[config.mk]
export PLATFORM = sky130hd
export DESIGN_NAME = quant_block_dequantizer_top
export DESIGN_NICKNAME = d
export VERILOG_FILES = /design/src/rtl/qbd_pkg.sv /design/src/rtl/qbd_mul.sv /design/src/rtl/quant_block_dequantizer_top.sv
export SDC_FILE = /design/constraint.sdc
export NUM_CORES = 1
export LEC_CHECK = 0
export BUFFER_PORTS_ARGS = -buffer_cell sky130_fd_sc_hd__buf_4
export CORE_ASPECT_RATIO = 1.5
export CORE_MARGIN = 5
export CORE_UTILIZATION = 40
export CTS_CLUSTER_DIAMETER = 60
export DETAILED_ROUTE_END_ITERATION = 10
export SLEW_MARGIN = 20
export SYNTH_ARGS = -nofsm -noshare
export SYNTH_HDL_FRONTEND = slang
export SYNTH_SLANG_ARGS = --single-unit
export TNS_END_PERCENT = 10
[constraint.sdc]
create_clock -name clk -period 15.8 [get_ports clk]
set_input_delay 3.16 -clock clk [delete_from_list [all_inputs] [get_ports clk]]
set_output_delay 3.16 -clock clk [all_outputs]
set_load 0.005 [all_outputs]
[src/rtl/qbd_pkg.sv]
// ----------------------------------------------------------------------------
// qbd_pkg
// shared types, format codes and float constants of the block dequantizer
// ----------------------------------------------------------------------------
package qbd_pkg;

    localparam logic [1:0] FMT_Q4_F32  = 2'd0;
    localparam logic [1:0] FMT_Q4_F16  = 2'd1;
    localparam logic [1:0] FMT_Q8_F16  = 2'd2;
    localparam logic [1:0] FMT_PASS    = 2'd3;

    localparam logic [31:0] EXP_ALL_ONES = 32'h7f80_0000;
    localparam logic [31:0] QUIET_BIT    = 32'h0040_0000;
    localparam logic [31:0] DEFAULT_NAN  = 32'hffc0_0000;

    typedef struct packed {
        logic [4:0]  element_index;
        logic [31:0] value_bits;
        logic        last_of_byte;
    } result_t;

    // widen an f16 pattern to f32 exactly
    function automatic logic [31:0] widen_half(input logic [15:0] h);
        logic [4:0]  e;
        logic [9:0]  m;
        logic [3:0]  lz;
        logic [9:0]  mn;
        logic [7:0]  ef;
        logic [31:0] r;
        e  = h[14:10];
        m  = h[9:0];
        lz = 4'd0;
        for (int i = 0; i < 10; i++)
        begin
            if (m[i])
            begin
                lz = 4'(9 - i);
            end
        end
        mn = 10'(m << (lz + 4'd1));
        ef = 8'(8'd113 - {4'd0, lz} - 8'd1);
        if (e == 5'd0)
        begin
            if (m == 10'd0)
            begin
                r = {h[15], 31'd0};
            end
            else
            begin
                r = {h[15], ef, mn, 13'd0};
            end
        end
        else if (e == 5'h1f)
        begin
            r = {h[15], 8'hff, m, 13'd0};
        end
        else
        begin
            r = {h[15], 8'({3'd0, e} + 8'd112), m, 13'd0};
        end
        return r;
    endfunction

endpackage

[src/rtl/qbd_mul.sv]
// ----------------------------------------------------------------------------
// qbd_mul
// multiplies a small signed integer by an f32 scale, round to nearest even
// ----------------------------------------------------------------------------
module qbd_mul
(
    input  logic signed [7:0] q,
    input  logic [31:0]       scale,
    output logic [31:0]       result
);

    logic               sgn;
    logic [7:0]         qm;
    logic [7:0]         ee;
    logic [23:0]        sm;
    logic [31:0]        prod;
    logic [4:0]         msb;
    logic [31:0]        norm;
    logic [31:0]        sub;
    logic               g;
    logic               st;
    logic [24:0]        rnd;
    logic signed [10:0] be;
    logic signed [10:0] be_rnd;
    logic [31:0]        mag;

    always_comb
    begin
        sgn  = q[7] ^ scale[31];
        qm   = q[7] ? 8'(-q) : 8'(q);
        ee   = (scale[30:23] == 8'd0) ? 8'd1 : scale[30:23];
        sm   = {(scale[30:23] != 8'd0), scale[22:0]};
        prod = {8'd0, sm} * {24'd0, qm};
        msb  = 5'd0;
        for (int i = 0; i < 32; i++)
        begin
            if (prod[i])
            begin
                msb = 5'(i);
            end
        end
        // biased exponent of the product msb
        be     = $signed({3'd0, ee}) + $signed({6'd0, msb}) - 11'sd23;
        norm   = prod << (5'd31 - msb);
        g      = norm[7];
        st     = |norm[6:0];
        rnd    = {1'b0, 1'b1, norm[30:8]} + {24'd0, g & (st | norm[8])};
        be_rnd = rnd[24] ? (be + 11'sd1) : be;
        // subnormal products are exact
        sub    = prod << (ee - 8'd1);
        if (prod == 32'd0)
        begin
            mag = 32'd0;
        end
        else if (be < 11'sd1)
        begin
            mag = {1'b0, 8'd0, sub[22:0]};
        end
        else if (be_rnd >= 11'sd255)
        begin
            mag = qbd_pkg::EXP_ALL_ONES;
        end
        else
        begin
            mag = {1'b0, be_rnd[7:0], rnd[22:0]};
        end
        if (scale[30:0] == qbd_pkg::EXP_ALL_ONES[30:0])
        begin
            mag = qbd_pkg::EXP_ALL_ONES;
        end
        if (scale[30:0] > qbd_pkg::EXP_ALL_ONES[30:0])
        begin
            result = scale | qbd_pkg::QUIET_BIT;
        end
        else if ((scale[30:0] == qbd_pkg::EXP_ALL_ONES[30:0]) && (q == 8'sd0))
        begin
            result = qbd_pkg::DEFAULT_NAN;
        end
        else
        begin
            result = {sgn, mag[30:0]};
        end
    end

endmodule

[src/rtl/quant_block_dequantizer_top.sv]
// ----------------------------------------------------------------------------
// quant_block_dequantizer_top
// streams quantized weight blocks and emits single-precision elements
// ----------------------------------------------------------------------------
// One byte is taken per cycle when the output side keeps up. A value byte of
// a 4-bit format yields two results, so the input stalls while the second one
// drains; 8-bit and passthrough formats sustain one byte per cycle. The decode
// and multiply sit between the input register and a two-entry result register.
module quant_block_dequantizer_top
(
    input  logic        clk,
    input  logic        rst_n,
    input  logic        cfg_we,
    input  logic [1:0]  cfg_wdata,
    input  logic        s_axis_tvalid,
    output logic        s_axis_tready,
    input  logic [7:0]  s_axis_tdata,   // raw_byte
    output logic        m_axis_tvalid,
    input  logic        m_axis_tready,
    output logic [39:0] m_axis_tdata,   // element_index, value_bits, zero fill
    output logic        m_axis_tlast    // last_of_byte
);

    logic [1:0]  fmt_reg;
    logic [5:0]  pos_reg;
    logic [31:0] scale_reg;
    logic [4:0]  wcnt_reg;
    logic        in_v_reg;
    logic [7:0]  in_b_reg;
    logic [1:0]  in_fmt_reg;
    logic [5:0]  in_pos_reg;
    logic [31:0] in_scale_reg;
    logic [4:0]  in_wcnt_reg;
    logic [1:0]  ov_reg;
    qbd_pkg::result_t o0_reg;
    qbd_pkg::result_t o1_reg;

    logic [5:0]  len;
    logic [5:0]  slen;
    logic [5:0]  pos;
    logic [31:0] scale_next;
    logic        in_acc;
    logic        out_acc;
    logic        stage_go;

    always_comb
    begin
        case (fmt_reg)
            qbd_pkg::FMT_Q4_F32: begin len = 6'd20; slen = 6'd4; end
            qbd_pkg::FMT_Q4_F16: begin len = 6'd18; slen = 6'd2; end
            qbd_pkg::FMT_Q8_F16: begin len = 6'd34; slen = 6'd2; end
            default:             begin len = 6'd4;  slen = 6'd4; end
        endcase
        pos = (pos_reg >= len) ? 6'd0 : pos_reg;
        scale_next = scale_reg;
        if (pos == 6'd0)
        begin
            scale_next = {24'd0, s_axis_tdata};
        end
        else if (pos < slen)
        begin
            scale_next = scale_reg | (32'(s_axis_tdata) << {pos[1:0], 3'd0});
        end
    end

    // result stage: decode registered byte
    logic [5:0]  j;
    logic [31:0] sc;
    logic        is_scale;
    logic [31:0] v_lo;
    logic [31:0] v_hi;
    logic signed [7:0] q_lo;
    logic signed [7:0] q_hi;
    qbd_pkg::result_t r0;
    qbd_pkg::result_t r1;
    logic [1:0]  rn;

    always_comb
    begin
        j        = in_pos_reg - ((in_fmt_reg == qbd_pkg::FMT_Q4_F32 ||
                                  in_fmt_reg == qbd_pkg::FMT_PASS) ? 6'd4 : 6'd2);
        is_scale = (in_fmt_reg == qbd_pkg::FMT_Q4_F32 || in_fmt_reg == qbd_pkg::FMT_PASS)
                   ? (in_pos_reg < 6'd4) : (in_pos_reg < 6'd2);
        sc       = (in_fmt_reg == qbd_pkg::FMT_Q4_F32) ? in_scale_reg
                   : qbd_pkg::widen_half(in_scale_reg[15:0]);
        if (in_fmt_reg == qbd_pkg::FMT_Q8_F16)
        begin
            q_lo = $signed(in_b_reg);
        end
        else
        begin
            q_lo = $signed({4'd0, in_b_reg[3:0]}) - 8'sd8;
        end
        q_hi = $signed({4'd0, in_b_reg[7:4]}) - 8'sd8;
        r0 = '0;
        r1 = '0;
        rn = 2'd0;
        if (in_fmt_reg == qbd_pkg::FMT_PASS)
        begin
            r0 = '{element_index: in_wcnt_reg, value_bits: in_scale_reg, last_of_byte: 1'b1};
            rn = (in_pos_reg == 6'd3) ? 2'd1 : 2'd0;
        end
        else if (!is_scale)
        begin
            if (in_fmt_reg == qbd_pkg::FMT_Q8_F16)
            begin
                r0 = '{element_index: j[4:0], value_bits: v_lo, last_of_byte: 1'b1};
                rn = 2'd1;
            end
            else
            begin
                r0 = '{element_index: (in_fmt_reg == qbd_pkg::FMT_Q4_F32) ? 5'({j[3:0], 1'b0})
                       : j[4:0], value_bits: v_lo, last_of_byte: 1'b0};
                r1 = '{element_index: (in_fmt_reg == qbd_pkg::FMT_Q4_F32) ? 5'({j[3:0], 1'b1})
                       : 5'(j[4:0] + 5'd16), value_bits: v_hi, last_of_byte: 1'b1};
                rn = 2'd2;
            end
        end
    end

    qbd_mul u_mul_lo (.q(q_lo), .scale(sc), .result(v_lo));
    qbd_mul u_mul_hi (.q(q_hi), .scale(sc), .result(v_hi));

    assign out_acc  = m_axis_tvalid && m_axis_tready;
    // stage moves when result register will be empty
    assign stage_go = (ov_reg == 2'd0) || ((ov_reg == 2'd1) && out_acc);
    assign s_axis_tready = !in_v_reg || stage_go;
    assign in_acc   = s_axis_tvalid && s_axis_tready;

    assign m_axis_tvalid = (ov_reg != 2'd0);
    assign m_axis_tdata  = {3'd0, o0_reg.value_bits, o0_reg.element_index};
    assign m_axis_tlast  = o0_reg.last_of_byte;

    always_ff @(posedge clk or negedge rst_n)
    begin
        if (!rst_n)
        begin
            fmt_reg   <= qbd_pkg::FMT_Q4_F16;
            pos_reg   <= 6'd0;
            scale_reg <= 32'd0;
            wcnt_reg  <= 5'd0;
            in_v_reg  <= 1'b0;
            ov_reg    <= 2'd0;
        end
        else
        begin
            if (cfg_we)
            begin
                fmt_reg   <= cfg_wdata;
                pos_reg   <= 6'd0;
                scale_reg <= 32'd0;
                wcnt_reg  <= 5'd0;
            end
            else if (in_acc)
            begin
                scale_reg <= scale_next;
                pos_reg   <= (pos + 6'd1 >= len) ? 6'd0 : 6'(pos + 6'd1);
                if (fmt_reg == qbd_pkg::FMT_PASS && pos == 6'd3)
                begin
                    wcnt_reg <= 5'(wcnt_reg + 5'd1);
                end
            end
            if (in_v_reg && stage_go)
            begin
                ov_reg <= rn;
            end
            else if (out_acc)
            begin
                ov_reg <= 2'(ov_reg - 2'd1);
            end
            if (in_acc)
            begin
                in_v_reg <= 1'b1;
            end
            else if (stage_go)
            begin
                in_v_reg <= 1'b0;
            end
        end
    end

    always_ff @(posedge clk)
    begin
        if (in_acc)
        begin
            in_b_reg     <= s_axis_tdata;
            in_fmt_reg   <= fmt_reg;
            in_pos_reg   <= pos;
            in_scale_reg <= scale_next;
            in_wcnt_reg  <= wcnt_reg;
        end
        if (in_v_reg && stage_go)
        begin
            o0_reg <= r0;
            o1_reg <= r1;
        end
        else if (out_acc)
        begin
            o0_reg <= o1_reg;
        end
    end

    a_ov_range: assert property (@(posedge clk) disable iff (!rst_n) ov_reg != 2'd3)
        else $error("result count out of range");
    a_pos_range: assert property (@(posedge clk) disable iff (!rst_n) pos_reg < 6'd34)
        else $error("byte position out of range");
    a_two_last: assert property (@(posedge clk) disable iff (!rst_n)
        (ov_reg == 2'd2) |-> (!o0_reg.last_of_byte && o1_reg.last_of_byte))
        else $error("pair tagging wrong");

endmodule
Yosys cells after proc, flatten, opt, wreduce, memory -nomap -nowiden
Index checks and enable logic that the tools add are counted.
{"block": "totals", "out_inout_bits": 43, "ram_bits": 0, "latch_bits": 0, "register_bits": 177, "n_memories": 0, "in_bits": 15, "rom_bits": 0, "wordCells": 235}
{"block": "classes", "shift": 6, "n_reduce_logical": 34, "bitwise": 7, "order_cmp": 10, "n_div": 0, "n_mul": 2, "n_addsub": 24, "eq_ne": 10, "muxes": 125}
{"cell": "31-bit 2-to-1 mux", "count": 11}
{"cell": "5-bit 2-to-1 mux", "count": 65}
{"cell": "32-bit 2-to-1 mux", "count": 9}
{"cell": "38-bit 2-to-1 mux", "count": 5}
{"cell": "32-bit logical NOT", "count": 2}
{"cell": "24-bit by 8-bit multiplier with 32-bit output", "count": 2}
{"cell": "32-bit by 5-bit left shift with 31-bit output", "count": 2}
{"cell": "32-bit by 8-bit left shift with 23-bit output", "count": 2}
{"cell": "24-bit by 1-bit adder with 25-bit output", "count": 2}
{"cell": "4-bit 2-to-1 mux", "count": 10}
{"cell": "8-bit 2-to-1 mux", "count": 4}
{"cell": "32-bit OR", "count": 1}
{"cell": "8-bit by 5-bit left shift with 32-bit output", "count": 1}
{"cell": "31-bit == test (second input constant)", "count": 1}
{"cell": "31-bit greater-than comparator (second input constant)", "count": 1}
{"cell": "8-bit logical NOT", "count": 3}
{"cell": "6-bit 2-to-1 mux", "count": 4}
{"cell": "11-bit by 2-bit adder with 11-bit output (second input constant)", "count": 2}
{"cell": "11-bit by 9-bit greater-or-equal comparator with 1-bit output (second input constant)", "count": 2}
{"cell": "11-bit by 2-bit < comparator with 1-bit output (second input constant)", "count": 2}
{"cell": "11-bit 2-to-1 mux", "count": 2}
{"cell": "11-bit by 6-bit subtractor with 11-bit output (second input constant)", "count": 2}
{"cell": "8-bit by 5-bit adder with 9-bit output", "count": 2}
{"cell": "6-bit one-hot mux with 3 select lines", "count": 1}
{"cell": "other kinds (41)", "count": 80}

Longest topological paths before layout
{"block": "logic_depth", "word_depth": 66, "ltp_mapped": 59, "ltp_nobuf": 50}

Cells and area by module
A second synthesis with hierarchy kept.
{"block": "unflattened", "hier_cells": 4473, "hier_area_um2": 34697.0}
{"mod": "qbd_mul at u_mul_lo", "n_inst": 1, "seq_area_each_um2": 0.0, "cells_per_inst": 1797, "area_each_um2": 12848.6}
{"mod": "qbd_mul at u_mul_hi", "n_inst": 1, "seq_area_each_um2": 0.0, "cells_per_inst": 1723, "area_each_um2": 12533.3}
{"mod": "quant_block_dequantizer_top", "n_inst": 1, "seq_area_each_um2": 5076.1, "cells_per_inst": 953, "area_each_um2": 9315.2}

Worst setup path before layout
No wires, ideal clock.
{"block": "synth_path", "path_kind": "register to register", "from": "reg in_scale_reg[0]", "to": "reg o1_reg[10] in the netlist's numbering (data pin)", "setup_slack_ps": 3468, "t_arrival_ps": 12077, "required_time_ps": 15545, "path_stages_with_launch": 56, "path_buffers": 10, "path_cell_list": "edfxtp_1 > clkbuf_1 > nor2b_1 > o21bai_1 > a21oi_1 > o21ai_0 > nand2_1 > inv_1 > ha_1 > clkbuf_1 > clkbuf_1 > mux2i_1 > a22oi_1 > nor2_1 > a21oi_1 > clkbuf_1 > or2_2 > fa_1 > [20 not listed] > inv_1 > fa_1 > inv_1 > a21oi_1 > o21bai_1 > a21oi_1 > nor2_1 > xnor2_1 > nor3b_1 > xor2_1 > nor2_1 > nand3_1 > or4_1 > and2_1 > a21o_1 > clkbuf_1 > and2_1 > a31o_1"}
{"block": "synth_between", "elab_chain_cells": 49, "elab_cells_between_ends": 78, "classes_between": "add/sub (9); mul (1); order compare (3); eq/ne (1); shift (3); mux (53); bitwise (2); reduce/logical (6)"}
{"item": "from (decl)", "line": "quant_block_dequantizer_top.sv:32", "rtl": "logic [31:0] in_scale_reg;"}
{"item": "from (signal assigned)", "line": "quant_block_dequantizer_top.sv:189", "rtl": "in_scale_reg <= scale_next;"}
{"item": "4-bit 2-to-1 mux (10 in a row)", "line": "qbd_pkg.sv:35", "rtl": "if (m[i])"}
{"item": "4-bit by 1-bit adder with 4-bit output", "line": "qbd_pkg.sv:40", "rtl": "mn = 10'(m << (lz + 4'd1));"}
{"item": "10-bit by 4-bit left shift with 10-bit output", "line": "qbd_pkg.sv:40"}
{"item": "31-bit 2-to-1 mux", "line": "qbd_pkg.sv:44", "rtl": "if (m == 10'd0)"}
{"item": "31-bit 2-to-1 mux", "line": "qbd_pkg.sv:42", "rtl": "if (e == 5'd0)"}
{"item": "32-bit 2-to-1 mux *", "line": "quant_block_dequantizer_top.sv:84", "rtl": "sc = (in_fmt_reg == qbd_pkg::FMT_Q4_F32) ? in_scale_reg"}
{"item": "24-bit by 8-bit multiplier with 32-bit output", "line": "qbd_mul.sv:33", "rtl": "prod = {8'd0, sm} * {24'd0, qm};"}
{"item": "5-bit 2-to-1 mux (19 in a row)", "line": "qbd_mul.sv:37", "rtl": "if (prod[i])"}
{"item": "[6 not listed]"}
{"item": "11-bit 2-to-1 mux", "line": "qbd_mul.sv:48", "rtl": "be_rnd = rnd[24] ? (be + 11'sd1) : be;"}
{"item": "11-bit by 9-bit greater-or-equal comparator with 1-bit output", "line": "qbd_mul.sv:59", "rtl": "else if (be_rnd >= 11'sd255)"}
{"item": "31-bit 2-to-1 mux", "line": "qbd_mul.sv:59"}
{"item": "31-bit 2-to-1 mux", "line": "qbd_mul.sv:55", "rtl": "else if (be < 11'sd1)"}
{"item": "31-bit 2-to-1 mux", "line": "qbd_mul.sv:51", "rtl": "if (prod == 32'd0)"}
{"item": "31-bit 2-to-1 mux", "line": "qbd_mul.sv:67", "rtl": "if (scale[30:0] == qbd_pkg::EXP_ALL_ONES[30:0])"}
{"item": "32-bit 2-to-1 mux", "line": "qbd_mul.sv:75", "rtl": "else if ((scale[30:0] == qbd_pkg::EXP_ALL_ONES[30:0]) && (q == 8'sd0))"}
{"item": "32-bit 2-to-1 mux *", "line": "qbd_mul.sv:71", "rtl": "if (scale[30:0] > qbd_pkg::EXP_ALL_ONES[30:0])"}
{"item": "to (signal assigned)", "line": "quant_block_dequantizer_top.sv:195", "rtl": "o1_reg <= r1;"}
{"item": "to (decl)", "line": "quant_block_dequantizer_top.sv:36", "rtl": "qbd_pkg::result_t o1_reg;"}
Every way passes the cells marked *; elsewhere a longest branch is shown, timed or not.
A chain may end at the register's enable or synchronous reset.

Final worst setup path
{"block": "layout_path", "from": "reg in_scale_reg[0]", "to": "reg o1_reg[12] in the netlist's numbering (data pin)"}
Same word-level chain as after synthesis.

==> results list <==
- Clock skew on the completed layout was measured at approximately 0.013 ns.
* Max stage delay on crit path: 0.84 ns
- Biggest fanout along the worst timing path: 26
* Register area: just over 5000 um2
* Number of resized instances in the post-cts repair step: 0
- Post-Route Setup TNS: 0 ns
- Total CTS buffers: 17
- Buffers placed on the I/O ports in this run total 54.
- Derived from the worst setup path, the maximum achievable clock frequency is 68.5 MHz.
- In this run, the number of DRC markers left after iteration 0 of detailed routing was 3423.
- Sequential cells were found to cover between 15 and 20% of the synthesized design area.
- Synth unique cells: 105
* Path type of the worst min-delay path: register to register
* Post-synthesis instance area: 33100 um2
- In this run the core area contains 129 standard-cell rows.
* Outcome: complete, no violations
- TritonCTS built the clock tree.
* Number of max-cap violations: 0
* Number of antenna violations at the first check in global routing: 7
- Residual DRC count: 0
- The final critical path takes up about 92% of the cycle.
* Fraction of final layout cells with drive strength greater than 1: 7.17%
* Number of instances in the synthesized netlist: 4321
* Ports: 58
* Vias after detailed routing: 34366
- Total wirelength of the detailed-routed design: approximately 140 mm
* Net count reported at finish: 4773
- The tree is rooted in a sky130_fd_sc_hd__clkbuf_16.
- Final routed wire length divided by cell count: 25.8 um
- Setup repair after global routing left no endpoint under its margin.
- The slowest stage of the critical path is the sky130_fd_sc_hd__o21ai_1 cell.
- Area of the die: 88700 um2
- Largest register FFs: 38
- Hold repair after CTS inserted 0 buffers.
* YS warnings: 0
* Critical Setup Path Class: register to register
- Avg Cell Area, Syn: 7.66 um2
* H-tree Lvls: 4
- In the synthesized netlist the async set-or-reset flop fraction comes to 27.1%.
* Fillers: 8610
- After global routing the overflow that remains totals 0.
- From synthesis to final layout, the design area changed by 7.68%.
- Time the worst path needs with I/O delays and setup: 14.60 ns
* Worst-path clk slew: 0.08 ns
- Number of endpoints with negative hold slack in the final report: 0
* Fraction of post-synthesis cell area in the top cell type by area: 16.1%
* Detailed placer's ending HPWL: 109 mm
* Worst path most repeated cell: sky130_fd_sc_hd__fa_1
* Number of post-CTS setup repair buffers: 0
- Entering global routing, the biggest net connects 88 pins.
* Library cell with the largest summed area after synthesis: sky130_fd_sc_hd__fa_1
- In this run the cell area measured after placement is roughly 35000 um2.
* Starting utilization of the core area: between 40% and 50%
* Core region area: 82300 um2
- The first global-routing pass estimated 210 mm of wire.
* Count of flip-flops with a built-in enable after synthesis: 129
- Via count of the first global-routing pass: approximately 34000
* Number of buffers on the longest clock path: 2
- At the later pin of the worst-skew pair, clock insertion delay measures around 0.45 ns.
- Setup violations remaining at the end of the flow were counted as 0.
- At the end of routability-driven placement, the weighted congestion stood at ~1.1.
* Aggregate global-route resource usage: between 30% and 40%
* # clock sinks: between 150 and 200
* Leading cell type in the layout, fill and taps excluded: sky130_fd_sc_hd__nor2_1
* Router iterations before antenna repair: 7
- Worst path required time: 16.01 ns
- Total placed cells including tap cells: 5369
* Largest cells by area after synthesis: sky130_fd_sc_hd__fa_1, sky130_fd_sc_hd__edfxtp_1, sky130_fd_sc_hd__nor2_1
* Arrival time of data at the critical path endpoint: 14.81 ns
- Non-Filler Cell Area, Final: 35600 um2
- Setup crit end kind: register
- Transition time of the tightest slew-check pin: 1.13 ns
* Post-layout instance count excluding filler cells: 5403
- FF+latch count, synth: about 180
- Reg-to-reg setup timing slack: around 1.2 ns
* Die span in y: 362 um
- Number of routed nets with antenna violations: 0
- Die Span X: 245 um
- Summing all multi-input logic gate instances after layout gives 26100 um2.
- The top cell types in the final layout, fill and taps aside, are sky130_fd_sc_hd__nor2_1, sky130_fd_sc_hd__nand2_1, sky130_fd_sc_hd__inv_1.
- Max-Slew Margin vs Limit: 24.5%
- Via-per-instance ratio: 6.36
- Critical path startpoint category: register
* Primary FF master, synth: sky130_fd_sc_hd__edfxtp_1
- Final slew viol count: 0
critical path, delay by kind of cell, from the launching register on:
kind,cells,cell delay (ns)
flip-flops,1,0.55
multiplexers,3,0.82
AND/OR/NAND/NOR,12,4.67
adder cells (fa/ha/maj),7,3.16
buffers and inverters,5,1.09
AO/OA/AOI/OAI,13,4.03
routing by layer:
| metal | vias up | wire length [um] | global-route usage [%] |
|---|---|---|---|
| met5 | - | 13 | 0 |
| met4 | 2 | 12400 | 20.7 |
| met3 | 584 | 10100 | 4.96 |
| met2 | 1798 | 67100 | 52.7 |
| met1 | 16567 | 49900 | 34.1 |
| li1 | 15415 | - | - |
cells in the mapped netlist, types with 18 or more instances:
master                      instances
sky130_fd_sc_hd__a2111oi_0         27
sky130_fd_sc_hd__a211o_1           26
sky130_fd_sc_hd__a211oi_1          87
sky130_fd_sc_hd__a21o_1            58
sky130_fd_sc_hd__a21oi_1          303
sky130_fd_sc_hd__a221oi_1          24
sky130_fd_sc_hd__a22o_1            23
sky130_fd_sc_hd__a22oi_1           23
sky130_fd_sc_hd__a31oi_1           55
sky130_fd_sc_hd__and2_1            53
sky130_fd_sc_hd__and3_1            53
sky130_fd_sc_hd__buf_1             18
sky130_fd_sc_hd__buf_2             35
sky130_fd_sc_hd__clkbuf_1         193
sky130_fd_sc_hd__dfrtp_1           47
sky130_fd_sc_hd__edfxtp_1         129
sky130_fd_sc_hd__fa_1             267
sky130_fd_sc_hd__ha_1             151
sky130_fd_sc_hd__inv_1            359
sky130_fd_sc_hd__mux2_2            20
sky130_fd_sc_hd__mux2i_1          109
sky130_fd_sc_hd__nand2_1          455
sky130_fd_sc_hd__nand2b_1          46
sky130_fd_sc_hd__nand3_1          131
sky130_fd_sc_hd__nand4_1           46
sky130_fd_sc_hd__nor2_1           515
sky130_fd_sc_hd__nor2b_1           23
sky130_fd_sc_hd__nor3_1            99
sky130_fd_sc_hd__nor4_1            37
sky130_fd_sc_hd__o211ai_1          62
sky130_fd_sc_hd__o21a_1            36
sky130_fd_sc_hd__o21ai_0          212
sky130_fd_sc_hd__o22ai_1           44
sky130_fd_sc_hd__o31ai_1           28
sky130_fd_sc_hd__or2_2             37
sky130_fd_sc_hd__or3_1             25
sky130_fd_sc_hd__xnor2_1           81
sky130_fd_sc_hd__xor2_1            56
final timing paths:
kind                            startpoint        endpoint  depth (start not counted)
max                        in_scale_reg[0]      o1_reg[12]                         40
min reg2reg                    wcnt_reg[4]  in_wcnt_reg[4]                          0
min in group asynchronous            rst_n     wcnt_reg[3]                          1
max reg2reg                in_scale_reg[0]      o1_reg[12]                         40
max in group asynchronous            rst_n    scale_reg[9]                          1
min                            wcnt_reg[4]  in_wcnt_reg[4]                          0
area by class of cell:
| class | count | share of cell area [%] |
|---|---|---|
| Antenna cell | 2 | 0.0140 |
| Clock buffer | 17 | 1.19 |
| Clock inverter | 15 | 0.537 |
| Inverter | 370 | 3.90 |
| Multi-Input combinational cell | 3615 | 73.1 |
| Sequential cell | 177 | 14.2 |
| Tap cell | 1048 | 3.68 |
| Timing Repair Buffer | 159 | 3.35 |
per-stage QoR:
step,hold WS (ns),util [%],worst slack (ns)
4_1_cts,0.485,43.3,1.43
5_1_grt,0.511,43.3,0.523
3_5_place_dp,0.456,42.5,1.42
6_report,0.480,43.3,1.20
3_3_place_gp,0.452,42.5,1.56
2_1_floorplan,0.444,-,3.47
cells by family after synthesis:
kind of cell	synth area share, %
flops	15.3
simple gates	22.7
buf+inv	7.39
xor+xnor	3.62
other cells	0.0227
mux	4.21
compound gates	24.8
fa+ha+maj	21.9
Power is left out: the tool's default activity adds up to more than one toggle a clock period on the data nets, which glitch-free logic cannot reach.
